### src/rtl/fsed_ram.sv
// fsed_ram: generic simple dual port ram with registered read
module fsed_ram #(
  parameter int WIDTH = 8,
  parameter int DEPTH = 16
) (
  input  logic                     clk,
  input  logic                     we,
  input  logic [$clog2(DEPTH)-1:0] waddr,
  input  logic [WIDTH-1:0]         wdata,
  input  logic                     re,
  input  logic [$clog2(DEPTH)-1:0] raddr,
  output logic [WIDTH-1:0]         rdata
);

  logic [WIDTH-1:0] mem [DEPTH];

  // write port
  always_ff @(posedge clk) begin
    if (we) begin
      mem[waddr] <= wdata;
    end
  end

  // read port, registered
  always_ff @(posedge clk) begin
    if (re) begin
      rdata <= mem[raddr];
    end
  end

endmodule

### config.mk
export PLATFORM = sky130hd
export DESIGN_NAME = fsed_ram
export DESIGN_NICKNAME = d
export VERILOG_FILES = /design/src/rtl/fsed_ram.sv
export SDC_FILE = /design/constraint.sdc
export NUM_CORES = 1
export LEC_CHECK = 0
export BUFFER_PORTS_ARGS = -buffer_cell sky130_fd_sc_hd__buf_4
export CAP_MARGIN = 0
export CORE_UTILIZATION = 35
export DETAILED_ROUTE_END_ITERATION = 10
export GPL_ROUTABILITY_DRIVEN = 0
export PLACE_DENSITY = 0.59
export SETUP_SLACK_MARGIN = 0.1
export SYNTH_ARGS = -nofsm -noshare
export SYNTH_HDL_FRONTEND = slang
export SYNTH_SLANG_ARGS = --single-unit
### constraint.sdc
create_clock -name clk -period 1.8 [get_ports clk]
set_clock_uncertainty 0.1 [all_clocks]
set_input_delay 0.36 -clock clk [delete_from_list [all_inputs] [get_ports clk]]
set_output_delay 0.36 -clock clk [all_outputs]
set_load 0.05 [all_outputs]
==> results of run 1 <==
report_power, final:
group | switching [mW] | leakage, nW | internal [mW] | total, mW
clock network | 1.25 | 0.288 | 2.30 | 3.55
logic | 0.242 | 0.610 | 0.175 | 0.417
registers | 0.0210 | 1.24 | 3.57 | 3.59
per-stage QoR:
| stage | setup WS (ns) | hold WS [ns] |
|---|---|---|
| 5_1_grt | 0.113 | 0.166 |
| 2_1_floorplan | 0.0739 | 0.359 |
| 3_5_place_dp | -0.196 | 0.583 |
| 3_3_place_gp | -0.196 | 0.570 |
| 4_1_cts | 0.185 | 0.155 |
| 6_report | 0.231 | 0.157 |
worst paths after layout:
check        startpoint         end  slack (ns)  depth (start not counted)
min reg2reg  mem[14][3]    rdata[3]        0.65                          3
max           mem[2][0]    rdata[0]        0.23                          3
max reg2reg   mem[2][0]    rdata[0]        0.23                          3
min            wdata[3]  mem[12][3]        0.16                          1
cell type report:
| class | instances | area (um2) |
|---|---|---|
| fillers | 1260 | 8150 |
| flip-flops and latches | 136 | 4080 |
| multi-input cells | 83 | 1040 |
| clock buffers | 18 | 429 |
| repair buffers | 50 | 425 |
| well taps | 184 | 230 |
| clock inverters | 14 | 181 |
synth_stat cells:
cell / number
nor2_1: 13
nand3_1: 1
nor2b_1: 1
buf_2: 3
buf_6: 3
or3b_2: 1
nand3b_1: 2
nand2b_1: 2
clkdlybuf4s25_2: 3
mux4_2: 18
buf_4: 1
nor3_1: 4
nand2_1: 9
and2_1: 1
edfxtp_1: 136
and2b_1: 1
a22oi_1: 16
mux4_1: 14
sequential cells by signal, summed over array words and instances, names as in the netlist:
register and count:
rdata 8, mem 128
per-layer routing:
metal  GRT usage, %  up-vias
met5              0        -
met4           5.24        0
met3           3.88       14
met2           21.5       66
met1           20.0     1292
li1               -     1091
logic make-up after synthesis:
kind of cell    synth area share (%)
simple gates                    3.14
buf+inv                         1.65
mux                             14.8
flops                           78.1
compound gates                  2.30
critical path, cell delays in order, from the launching register on:
cell      delay (ns)
edfxtp_1        0.36
mux4_1          0.49
a22oi_1         0.24
nand2_1         0.12
==> results.yml, run 1 <==
clock_tree:
  cts_tree: "yes"
  clkLatencyLatePin_ns: 0.41
  cts-root-buf: "clkbuf_16"
  htree_levels: 4
  cts_made_buffers: 17
  postCtsHoldBufs: 0
  clk_pin_slew_worst_paths_ns: 0.06
  clockBufferDepth: 2
  cts.repair.resized: 0
  cts.sinks: 136
  cts_setup_buffers: 0
power:
  power.density_nw_per_um2: 1180
  p_leak_nw: 2.13
  ir_drop_mv: 0.721
  power_mw: 7.55
setup_path:
  crit_path_max_fanout: 1
  cp_data_arrival_time_ns: 1.61
  endpoint_kind: "flip-flop"
  start_kind: "flip-flop"
  crit_required_ns: 1.84
  criticalPathCategory: "flip-flop to flip-flop"
yosys:
  synth_seq_area_share_pct: 78.1
  synth_nets: 248
  postSynthAreaPerCell_um2: 22.8
  syn_inst: 229
  netlist_area_um2: 5230
  ys_warn_count: 0
  synth.area.top_cells: "edfxtp_1 (78%), mux4_2 (7.8%), mux4_1 (7.0%)"
  ys_types: 18
  synth_top_area_cell: "edfxtp_1"
  synth_seq_cells: 136
  synth_top_area_share_pct: 78.1
placed_design:
  placed_area_um2: 5780
  post-place-cells: 453
  port_buffers: 26
  dp_hpwl_mm: 6.77
min_path:
  hold_path_class: "primary input to flip-flop"
route:
  wl_met3_um: 522
  initialDrtViolationCount: 186
  finalWirelength_mm: 10.3
  wire_per_inst_um: 21.3
  vias_per_cell: 5.08
  route.detailed.drc: 0
  vias: 2463
  route.layer.met1.wl_mm: 4.79
  drt_pre_antenna_iters: 4
  wl_met2_mm: 4.89
  highest_layer: "met4"
  drt.antenna.violating_nets: 0
sta:
  period_minus_slack_ns: 1.57
  finalSetupViolations: 0
  rsz0062_at_grt: "false"
  max_freq_mhz: 638
  tightest_slew_ns: 0.817
  hold_viol: 0
  drv_slew: 0
  slew_headroom_pct: 45.4
  min_period_over_period_pct: 87.1
  fin_setup_tns_ns: 0
die:
  core.rowCount: 44
  initial_core_util_pct: 36.0
  core_um2: 14500
  pin_count: 27
  die_w_um: 124
  dieHeight_um: 124
  die-area_um2: 15400
final_layout:
  fin_area_um2: 6390
  syn_to_final_growth_pct: 22.2
  layout_common_cells: "edfxtp_1 (136), buf_4 (46), mux4_2 (25), clkbuf_16 (17), a22oi_1 (16)"
  layout_commonest_cell: "edfxtp_1"
  nets: 307
  stdcell_count: 485
  drive_gt1_share_pct: 34.9
  antenna_cells: 0
  finish.utilization_pct: 43.9
grt:
  grt_use_total_pct: 14.3
  grt_max_degree: 17
  grt_pass1_wl_mm: 15.6
  gr-total-overflow: 0
  antenna_found_initial: 0
  grt_pass1_vias: 2560
job:
  drv_cap: 0
status:
  status: "complete, no violations"
No activity file was read; power rests on OpenSTA's default activity.
==> run 2: changes to the inputs <==
--- a/config.mk
+++ b/config.mk
@@ -6,11 +6,11 @@
 export NUM_CORES = 1
 export LEC_CHECK = 0
 export BUFFER_PORTS_ARGS = -buffer_cell sky130_fd_sc_hd__buf_4
-export CAP_MARGIN = 0
-export CORE_UTILIZATION = 35
+export CAP_MARGIN = 20
+export CORE_UTILIZATION = 40
 export DETAILED_ROUTE_END_ITERATION = 10
 export GPL_ROUTABILITY_DRIVEN = 0
-export PLACE_DENSITY = 0.59
+export PLACE_DENSITY = 0.65
 export SETUP_SLACK_MARGIN = 0.1
 export SYNTH_ARGS = -nofsm -noshare
 export SYNTH_HDL_FRONTEND = slang
==> results.yml, run 2 (same netlist as run 1, synthesis figures left out) <==
clock_tree:
  htree_levels: 4
  cts_tree: "yes"
  cts_made_buffers: 17
  postCtsHoldBufs: 0
  cts-root-buf: "clkbuf_16"
  cts.sinks: 136
  clk_pin_slew_worst_paths_ns: 0.06
  clkLatencyLatePin_ns: 0.41
  clockBufferDepth: 2
  cts_setup_buffers: 0
  cts.repair.resized: 0
route:
  drt_pre_antenna_iters: 4
  initialDrtViolationCount: 245
  vias_per_cell: 5.24
  wire_per_inst_um: 21.2
  route.detailed.drc: 0
  vias: 2473
  drt.antenna.violating_nets: 0
  finalWirelength_mm: 9.98
die:
  core_um2: 12700
  initial_core_util_pct: 41.3
  die_w_um: 116
  dieHeight_um: 116
  core.rowCount: 41
  pin_count: 27
  die-area_um2: 13500
setup_path:
  crit_start: "mem[0][7]"
  crit_path_max_fanout: 1
  endpoint_kind: "flip-flop"
  crit_required_ns: 1.85
  rr_endpoint: "rdata[7]"
  rrSetupSlack_ns: 0.14
  criticalPathCategory: "flip-flop to flip-flop"
  worstSetupEndpoint: "rdata[7]"
  reg2reg_depth: 3
  cp_data_arrival_time_ns: 1.71
  rr_startpoint: "mem[0][7]"
  start_kind: "flip-flop"
sta:
  period_minus_slack_ns: 1.66
  max_freq_mhz: 601
  tightest_slew_ns: 0.799
  hold_viol: 0
  fin_setup_tns_ns: 0
  drv_slew: 0
  slew_headroom_pct: 46.6
  finalSetupViolations: 0
  min_period_over_period_pct: 92.5
  rsz0062_at_grt: "false"
grt:
  grt_max_degree: 17
  grt_pass1_vias: 2623
  antenna_found_initial: 0
  grt_use_total_pct: 16.5
  grt_pass1_wl_mm: 15.2
  gr-total-overflow: 0
final_layout:
  layout_commonest_cell: "edfxtp_1"
  reg_top3: "mem: 128 flops, rdata: 8 flops"
  antenna_cells: 0
  nets: 306
  layout_common_cells: "edfxtp_1 (136), buf_4 (45), mux4_2 (25), clkbuf_16 (17), a22oi_1 (16)"
  drive_gt1_share_pct: 35.7
  largest_register_ffs: 128
  largest_register: "mem"
  finish.utilization_pct: 50.5
  syn_to_final_growth_pct: 22.5
power:
  power.density_nw_per_um2: 1210
  ir_drop_mv: 0.814
  p_leak_nw: 2.15
job:
  drv_cap: 0
placed_design:
  port_buffers: 26
  dp_hpwl_mm: 6.44
min_path:
  hold_path_class: "primary input to flip-flop"
status:
  status: "complete, no violations"
-- run 2: changes by cell type in the layout (fill, tap and decap cells not counted) --
cell       before  now
clkinv_2        2    1
clkinv_1        3    0
buf_4          46   45
inv_6           0    3
bufinv_16       4    5
-- run 2: per-layer routing --
layer	share of wire (%)	GRT usage, %	vias to the layer above
met1	43	21.3	1295
met2	51	26.8	72
met5	0	0	-
li1	-	-	1091
met4	1.5	6.75	0
met3	5.1	4.20	15
-- run 2: through the flow --
stage | cells | area [um2] | setup slack, ns | power [mW] | hold WS, ns
floorplan | 229 | 5220 | 0.0739 | 3.89 | 0.359
CTS | 472 | 6400 | 0.104 | 7.81 | 0.119
global route | 472 | 6400 | 0.100 | 7.96 | 0.126
finish | 472 | 6400 | 0.135 | 7.77 | 0.129
global placement | 440 | 5750 | -0.194 | 4.06 | 0.552
detailed placement | 440 | 5750 | -0.213 | 4.07 | 0.547
-- run 2: layout make-up --
type                       count  area, um2
clock buffer                  18        429
tap                          172        215
timing repair buffer          49        418
sequential                   136       4080
multi-input combinational     83       1040
fill                        1013       6270
clock inverter                14        221
-- run 2: worst max-delay path: stages, from the launching register on --
cell,delay (ns)
edfxtp_1,0.37
mux4_2,0.46
a22oi_1,0.36
nand2_1,0.10
-- run 2: power breakdown --
group / internal (mW) / switching (mW) / leakage [nW]
clock network: 2.47 / 1.29 / 0.308
registers: 3.57 / 0.0163 / 1.24
logic: 0.175 / 0.243 / 0.605
-- run 2: worst min-delay path by stage --
stage / from / to / slack (ns) / cells past startpoint
after global routing: re / rdata[7] / 0.13 / 1
after detailed placement: re / rdata[6] / 0.55 / 1
after floorplan: wdata[0] / mem[0][0] / 0.36 / 0
final: re / rdata[7] / 0.13 / 1
after global placement: re / rdata[6] / 0.55 / 1
after CTS: re / rdata[7] / 0.12 / 1
