### src/rtl/fsed_pkg.sv
// fsed_pkg: shared constants, types and arithmetic helpers of the error diffusion core
package fsed_pkg;

  // sizing
  localparam int MAX_WIDTH  = 2048;
  localparam int ERROR_BITS = 16;
  localparam int ADDR_W     = $clog2(MAX_WIDTH);
  localparam int WCOUNT_W   = $clog2(MAX_WIDTH + 1);

  // field widths
  localparam int SAMPLE_W    = 13;
  localparam int LEVEL_W     = 8;
  localparam int STEP_W      = 13;
  localparam int GAIN_W      = 13;
  localparam int IMG_W       = 12;
  localparam int IN_DATA_W   = 40;
  localparam int OUT_DATA_W  = 24;
  localparam int CFG_INDEX_W = 3;
  localparam int CFG_DATA_W  = 13;
  localparam int ROW_W       = 3 * ERROR_BITS;

  // datapath widths
  localparam int FULL_SCALE  = 4096;
  localparam int V_W         = ERROR_BITS + 3;
  localparam int Q_W         = V_W + LEVEL_W + 1;
  localparam int QUANT_SHIFT = 12;
  localparam int QUANT_ROUND = 2048;
  localparam int L_W         = Q_W - QUANT_SHIFT;
  localparam int P_W         = LEVEL_W + STEP_W;
  localparam int D_W         = ((V_W > P_W + 1) ? V_W : P_W + 1) + 1;
  localparam int G_W         = ERROR_BITS + GAIN_W + 1;
  localparam int M_W         = G_W + 3;
  localparam int SHARE_SHIFT = 16;
  localparam int SHARE_ROUND = 32768;

  // diffusion weights in sixteenths
  localparam int W_AHEAD        = 7;
  localparam int W_BEHIND_BELOW = 3;
  localparam int W_BELOW        = 5;
  localparam int W_AHEAD_BELOW  = 1;

  // saturation limits of a carried error
  localparam logic signed [D_W-1:0] ERR_HI = D_W'((64'sd1 <<< (ERROR_BITS - 1)) - 64'sd1);
  localparam logic signed [D_W-1:0] ERR_LO = D_W'(-(64'sd1 <<< (ERROR_BITS - 1)));

  // register indexes
  localparam logic [CFG_INDEX_W-1:0] CFG_LEVELS  = CFG_INDEX_W'(0);
  localparam logic [CFG_INDEX_W-1:0] CFG_STEP    = CFG_INDEX_W'(1);
  localparam logic [CFG_INDEX_W-1:0] CFG_GAIN    = CFG_INDEX_W'(2);
  localparam logic [CFG_INDEX_W-1:0] CFG_SERPENT = CFG_INDEX_W'(3);
  localparam logic [CFG_INDEX_W-1:0] CFG_WIDTH   = CFG_INDEX_W'(4);

  // register reset values
  localparam logic [LEVEL_W-1:0] RST_LEVELS  = LEVEL_W'(1);
  localparam logic [STEP_W-1:0]  RST_STEP    = STEP_W'(4096);
  localparam logic [GAIN_W-1:0]  RST_GAIN    = GAIN_W'(4096);
  localparam logic               RST_SERPENT = 1'b1;
  localparam logic [IMG_W-1:0]   RST_WIDTH   = IMG_W'(2048);

  // sequencer states
  typedef enum logic [3:0] {
    ST_CLEAR,
    ST_IDLE,
    ST_READ,
    ST_SUM,
    ST_LVL,
    ST_ERR,
    ST_GAIN,
    ST_SHARE,
    ST_LAST,
    ST_OUT
  } state_t;

  // per-step strobes to the channel lanes
  typedef struct packed {
    logic clr;
    logic ld_sum;
    logic ld_lvl;
    logic ld_err;
    logic ld_gain;
    logic ld_share;
    logic last;
  } lane_ctrl_t;

  // quantizer and gain settings seen by every lane
  typedef struct packed {
    logic [LEVEL_W-1:0] levels_minus_one;
    logic [STEP_W-1:0]  level_step;
    logic [GAIN_W-1:0]  diffusion_gain;
  } lane_cfg_t;

  // clamp to the carried error range
  function automatic logic signed [ERROR_BITS-1:0] sat_err(input logic signed [D_W-1:0] x);
    if (x > ERR_HI) return ERROR_BITS'(ERR_HI);
    if (x < ERR_LO) return ERROR_BITS'(ERR_LO);
    return ERROR_BITS'(x);
  endfunction

  // round(g * wgt / 65536), ties toward plus infinity
  function automatic logic signed [ERROR_BITS-1:0] share(input logic signed [G_W-1:0] g,
                                                         input int wgt);
    logic signed [M_W-1:0] m;
    m = M_W'(g) * M_W'(wgt);
    m = m + M_W'(SHARE_ROUND);
    return ERROR_BITS'(m >>> SHARE_SHIFT);
  endfunction

endpackage

### src/rtl/fsed_lane.sv
// fsed_lane: one color channel: error sum, quantizer, gain and error shares
module fsed_lane (
  input  logic                                   clk,
  input  logic                                   rst,
  input  fsed_pkg::lane_ctrl_t                   ctrl,
  input  fsed_pkg::lane_cfg_t                    cfg,
  input  logic [fsed_pkg::SAMPLE_W-1:0]          sample,
  input  logic signed [fsed_pkg::ERROR_BITS-1:0] row_err,
  output logic [fsed_pkg::LEVEL_W-1:0]           level,
  output logic signed [fsed_pkg::ERROR_BITS-1:0] below_data,
  output logic signed [fsed_pkg::ERROR_BITS-1:0] last_data
);

  logic [fsed_pkg::SAMPLE_W-1:0]          s_clamp;
  logic signed [fsed_pkg::V_W-1:0]        v, v_next;
  logic signed [fsed_pkg::Q_W-1:0]        q;
  logic signed [fsed_pkg::L_W-1:0]        l_raw, lmo_ext;
  logic [fsed_pkg::LEVEL_W-1:0]           lvl, lvl_next;
  logic [fsed_pkg::P_W-1:0]               p;
  logic signed [fsed_pkg::D_W-1:0]        d;
  logic signed [fsed_pkg::ERROR_BITS-1:0] e, e_next;
  logic signed [fsed_pkg::G_W-1:0]        g, g_next;
  logic signed [fsed_pkg::ERROR_BITS-1:0] s7, s3, s5, s1, sum5;
  logic signed [fsed_pkg::ERROR_BITS-1:0] ahead, bps0, bps1;

  // sample, clamped to full scale, plus carried errors
  always_comb begin
    s_clamp = (sample > fsed_pkg::SAMPLE_W'(fsed_pkg::FULL_SCALE)) ?
              fsed_pkg::SAMPLE_W'(fsed_pkg::FULL_SCALE) : sample;
    v_next = fsed_pkg::V_W'($signed({1'b0, s_clamp})) + fsed_pkg::V_W'(ahead)
           + fsed_pkg::V_W'(row_err);
  end

  // rounded level, limited to the level range
  always_comb begin
    q       = fsed_pkg::Q_W'(v) * fsed_pkg::Q_W'($signed({1'b0, cfg.levels_minus_one}));
    q       = q + fsed_pkg::Q_W'(fsed_pkg::QUANT_ROUND);
    l_raw   = fsed_pkg::L_W'(q >>> fsed_pkg::QUANT_SHIFT);
    lmo_ext = fsed_pkg::L_W'($signed({1'b0, cfg.levels_minus_one}));
    if (l_raw < fsed_pkg::L_W'(0)) begin
      lvl_next = '0;
    end else if (l_raw > lmo_ext) begin
      lvl_next = cfg.levels_minus_one;
    end else begin
      lvl_next = fsed_pkg::LEVEL_W'(l_raw);
    end
  end

  // quantization error and its gain
  always_comb begin
    p      = fsed_pkg::P_W'(lvl) * fsed_pkg::P_W'(cfg.level_step);
    d      = fsed_pkg::D_W'(v) - fsed_pkg::D_W'($signed({1'b0, p}));
    e_next = fsed_pkg::sat_err(d);
    g_next = fsed_pkg::G_W'(e) * fsed_pkg::G_W'($signed({1'b0, cfg.diffusion_gain}));
  end

  // the four shares and the next-row sums
  always_comb begin
    s7 = fsed_pkg::share(g, fsed_pkg::W_AHEAD);
    s3 = fsed_pkg::share(g, fsed_pkg::W_BEHIND_BELOW);
    s5 = fsed_pkg::share(g, fsed_pkg::W_BELOW);
    s1 = fsed_pkg::share(g, fsed_pkg::W_AHEAD_BELOW);
    below_data = fsed_pkg::sat_err(fsed_pkg::D_W'(bps0) + fsed_pkg::D_W'(s3));
    sum5       = fsed_pkg::sat_err(fsed_pkg::D_W'(bps1) + fsed_pkg::D_W'(s5));
  end

  // step registers
  always_ff @(posedge clk) begin
    if (ctrl.ld_sum)   v         <= v_next;
    if (ctrl.ld_lvl)   lvl       <= lvl_next;
    if (ctrl.ld_err)   e         <= e_next;
    if (ctrl.ld_gain)  g         <= g_next;
    if (ctrl.ld_share) last_data <= sum5;
  end

  // errors carried along the row
  always_ff @(posedge clk) begin
    if (rst || ctrl.clr) begin
      ahead <= '0;
      bps0  <= '0;
      bps1  <= '0;
    end else if (ctrl.ld_share) begin
      ahead <= ctrl.last ? '0 : s7;
      bps0  <= ctrl.last ? '0 : sum5;
      bps1  <= ctrl.last ? '0 : s1;
    end
  end

  assign level = lvl;

endmodule

### config.mk
export PLATFORM = sky130hd
export DESIGN_NAME = fsed_lane
export DESIGN_NICKNAME = d
export VERILOG_FILES = /design/src/rtl/fsed_pkg.sv /design/src/rtl/fsed_lane.sv
export SDC_FILE = /design/constraint.sdc
export NUM_CORES = 2
export LEC_CHECK = 0
export ABC_CLOCK_PERIOD_IN_PS = 15600
export BUFFER_PORTS_ARGS = -buffer_cell sky130_fd_sc_hd__buf_2
export CAP_MARGIN = 0
export CORE_MARGIN = 5
export CORE_UTILIZATION = 40
export DETAILED_ROUTE_END_ITERATION = 6
export PLACE_DENSITY = 0.62
export SYNTH_ARGS = -nofsm -noshare
export SYNTH_HDL_FRONTEND = slang
export SYNTH_SLANG_ARGS = --single-unit
export TNS_END_PERCENT = 5
### constraint.sdc
create_clock -name clk -period 15.6 [get_ports clk]
set_input_delay 3.12 -clock clk [delete_from_list [all_inputs] [get_ports clk]]
set_output_delay 3.12 -clock clk [all_outputs]
set_load 0.01 [all_outputs]
==> run metrics <==
PostCTS Resize Cnt 0; Worst-path clk slew 0.07 ns; Post-Syn Area per Cell approximately 9.1 µm²; Clock Skews 0.0206 ns; Placed Area about 32000 µm²; Post-DP HPWL around 58000 µm; run status completed; TritonRoute pass-1 iters 5; ys async rst share 0; CP arrival ~7 ns; Rel. slew slack 0.400; H-tree depth 4; Fmax 99.9 MHz; Worst Max-Slew Pin Slew 0.899 ns; vias in the first global route 22.6k; number of synthesized flops with an enable pin 88; DR iter-0 viols between 1k and 1.5k; Layout Area Growth over Synthesis 6.98%; unrepaired setup endpoints after global routing no; drt wl/cell roughly 16 µm; DRC 0; final instance area between 30000 and 40000 µm²; Syn Inst Count ~3.3k; Cell Area, Synth about 30000 µm²; Core Rows 100; Final GP Congestion 0.858; Yosys reg bits around 140; CP max FO 13; Distinct cells, synth 86; CORE AREA 74400 µm²; Starting Density 0.403; worst hold path type reg2reg; Die Width between 200 and 300 µm; Reg2Reg Depth 28; fin nets between 4k and 5k; CTS Hold Bufs 0; final WL 68500 µm; period utilisation layout 0.642; Die Y 284 µm; # IOs 112; Post-CTS Setup Inserts 0; worst skew pair latency 0.49 ns; routed vias/inst about 5; largest net degree at the start of global routing 31; register area share after synthesis 0.119; antenna violations before repair 3; CTS tree done; final hold slack 0.465 ns; Final Hold Viols 0; critical path depth 25; Critical Path Slowest Stage Cell nor2_1; critical path buffer and inverter count 1; fin. max-slew vios 0; CP required ~12 ns; Ys Warns 0; clk sink count approximately 140; Max Buffers Root-to-Sink 2; endpoint type of the worst setup path primary output; Main synth FF type edfxtp_1; Fin Setup TNS 0 ns; kind of critical path reg2out; antenna-violating nets left 0; root buf cell clkbuf_16; full die area around 81000 µm²; hold depth 2; global-route usage over all layers 0.175; first-pass GRT wire length about 120000 µm; cell family with most CP delay compound AO/OA/AOI/OAI gates; syn nets roughly 4.3k; CP peak stage delay approximately 0.67 ns; GRT overflow 0; crit start category flop; Max Cap Viol 0; total number of vias around 22k; cell mode on critical path a21oi_1; CTS buffer count 17; share of cells above drive strength 1 0.0567; Tmin final approximately 10 ns; setup violators final 0; I/O Buffers approximately 110
cells in the mapped netlist (4+ instances only):
cell      number  share of area
inv_1        652          0.081
ha_1         464           0.19
fa_1         429           0.29
and2_1       272          0.057
nand2_1      255          0.032
a21oi_1      164          0.027
nor2_1       140          0.017
xnor2_1      123          0.036
o21ai_0       91          0.015
edfxtp_1      88          0.088
clkbuf_1      67         0.0084
xor2_1        61          0.018
a21o_1        58          0.014
dfxtp_1       47          0.031
nor3_1        47         0.0078
nand3_1       36         0.0060
nor2b_1       30         0.0062
nand2b_1      21         0.0044
o21bai_1      20         0.0050
a22oi_1       19         0.0047
o21a_1        19         0.0047
and3_1        18         0.0037
or3_1         14         0.0029
nand4_1       12         0.0025
or2_2         11         0.0023
a31oi_1        9         0.0019
a211oi_1       8         0.0020
mux2i_1        7         0.0023
a41o_1         6         0.0020
maj3_1         6         0.0020
nor4_1         6         0.0012
a31o_2         5         0.0015
buf_2          5        0.00083
o211ai_1       5         0.0012
o31ai_1        5         0.0012
a22o_1         4         0.0012
nor3b_1        4         0.0010
o21ai_1        4        0.00067
cells in the final DEF (no fill, tap or decap), drive strengths merged, types with 7 or more instances in the layout:
cell / count
o21bai: 20
mux2i: 7
nor2b: 30
and3: 18
a21oi: 165
nor2: 141
and2: 272
xor2: 61
a211oi: 9
edfxtp: 88
or2: 11
nand4: 12
a21o: 58
buf: 118
inv: 662
or3: 14
clkbuf: 17
o21a: 20
nand2b: 21
fa: 429
xnor2: 123
dfxtp: 47
nand2: 255
nor3: 51
nand3: 36
a22oi: 19
a31oi: 9
a31o: 8
ha: 464
o31ai: 7
o21ai: 96
flip-flops by register name, summed over array words and instances, names as in the netlist:
name	flops
ahead	16
bps0	16
bps1	15
e	16
g	30
last_data	16
level	8
v	18
logic make-up (layout without fill, tap and decap cells):
family,Yosys count,after routing,synth area share
adders and majority gates,899,899,0.481
and+or+nand+nor,882,882,0.150
buffers and inverters,727,803,0.0913
AOI/OAI and AO/OA,473,473,0.102
xor gates and xnor gates,184,184,0.0536
DFF,135,135,0.119
muxes,8,8,0.00271
other,0,1,0
through the flow:
step | setup WS, ns | utilization | instances
5_1_grt | 5.10 | 0.432 | 4353
3_3_place_gp | 5.49 | 0.424 | 4320
4_1_cts | 5.51 | 0.432 | 4352
3_5_place_dp | 5.33 | 0.424 | 4320
6_report | 5.59 | 0.432 | 4354
2_1_floorplan | 6.05 | - | 3308
path summary, 6_finish.rpt:
path / end / start / slack (ns)
worst min-delay path: bps0[10] / bps0[10] / 0.46
worst max-delay path: below_data[8] / g[9] / 5.59
worst min register to register: bps0[10] / bps0[10] / 0.46
worst max register to register: level[6] / v[9] / 8.22
layer usage:
layer / wire, µm / GRT usage / vias up
met1: 32400 / 0.242 / 10600
li1: - / - / 10800
met3: 2590 / 0.0235 / 69
met2: 32300 / 0.291 / 384
met5: 13 / 0 / -
met4: 1190 / 0.0450 / 2
tightest hold or removal path: stages, from the launching register on:
cell and delay [ns]:
dfxtp_1 0.33, nand2_1 0.05, o21ai_0 0.06
final cells by class:
type	instances	area, µm²
fillers	7283	42300
multi-input cells	2446	23700
flip-flops and latches	135	3580
inverters	653	2450
well taps	969	1210
repair buffers	118	608
clock buffers	17	425
clock inverters	15	131
diodes	1	2.50
Power is left out: the tool's default activity adds up to more than one toggle a clock period on the data nets, which glitch-free logic cannot reach.
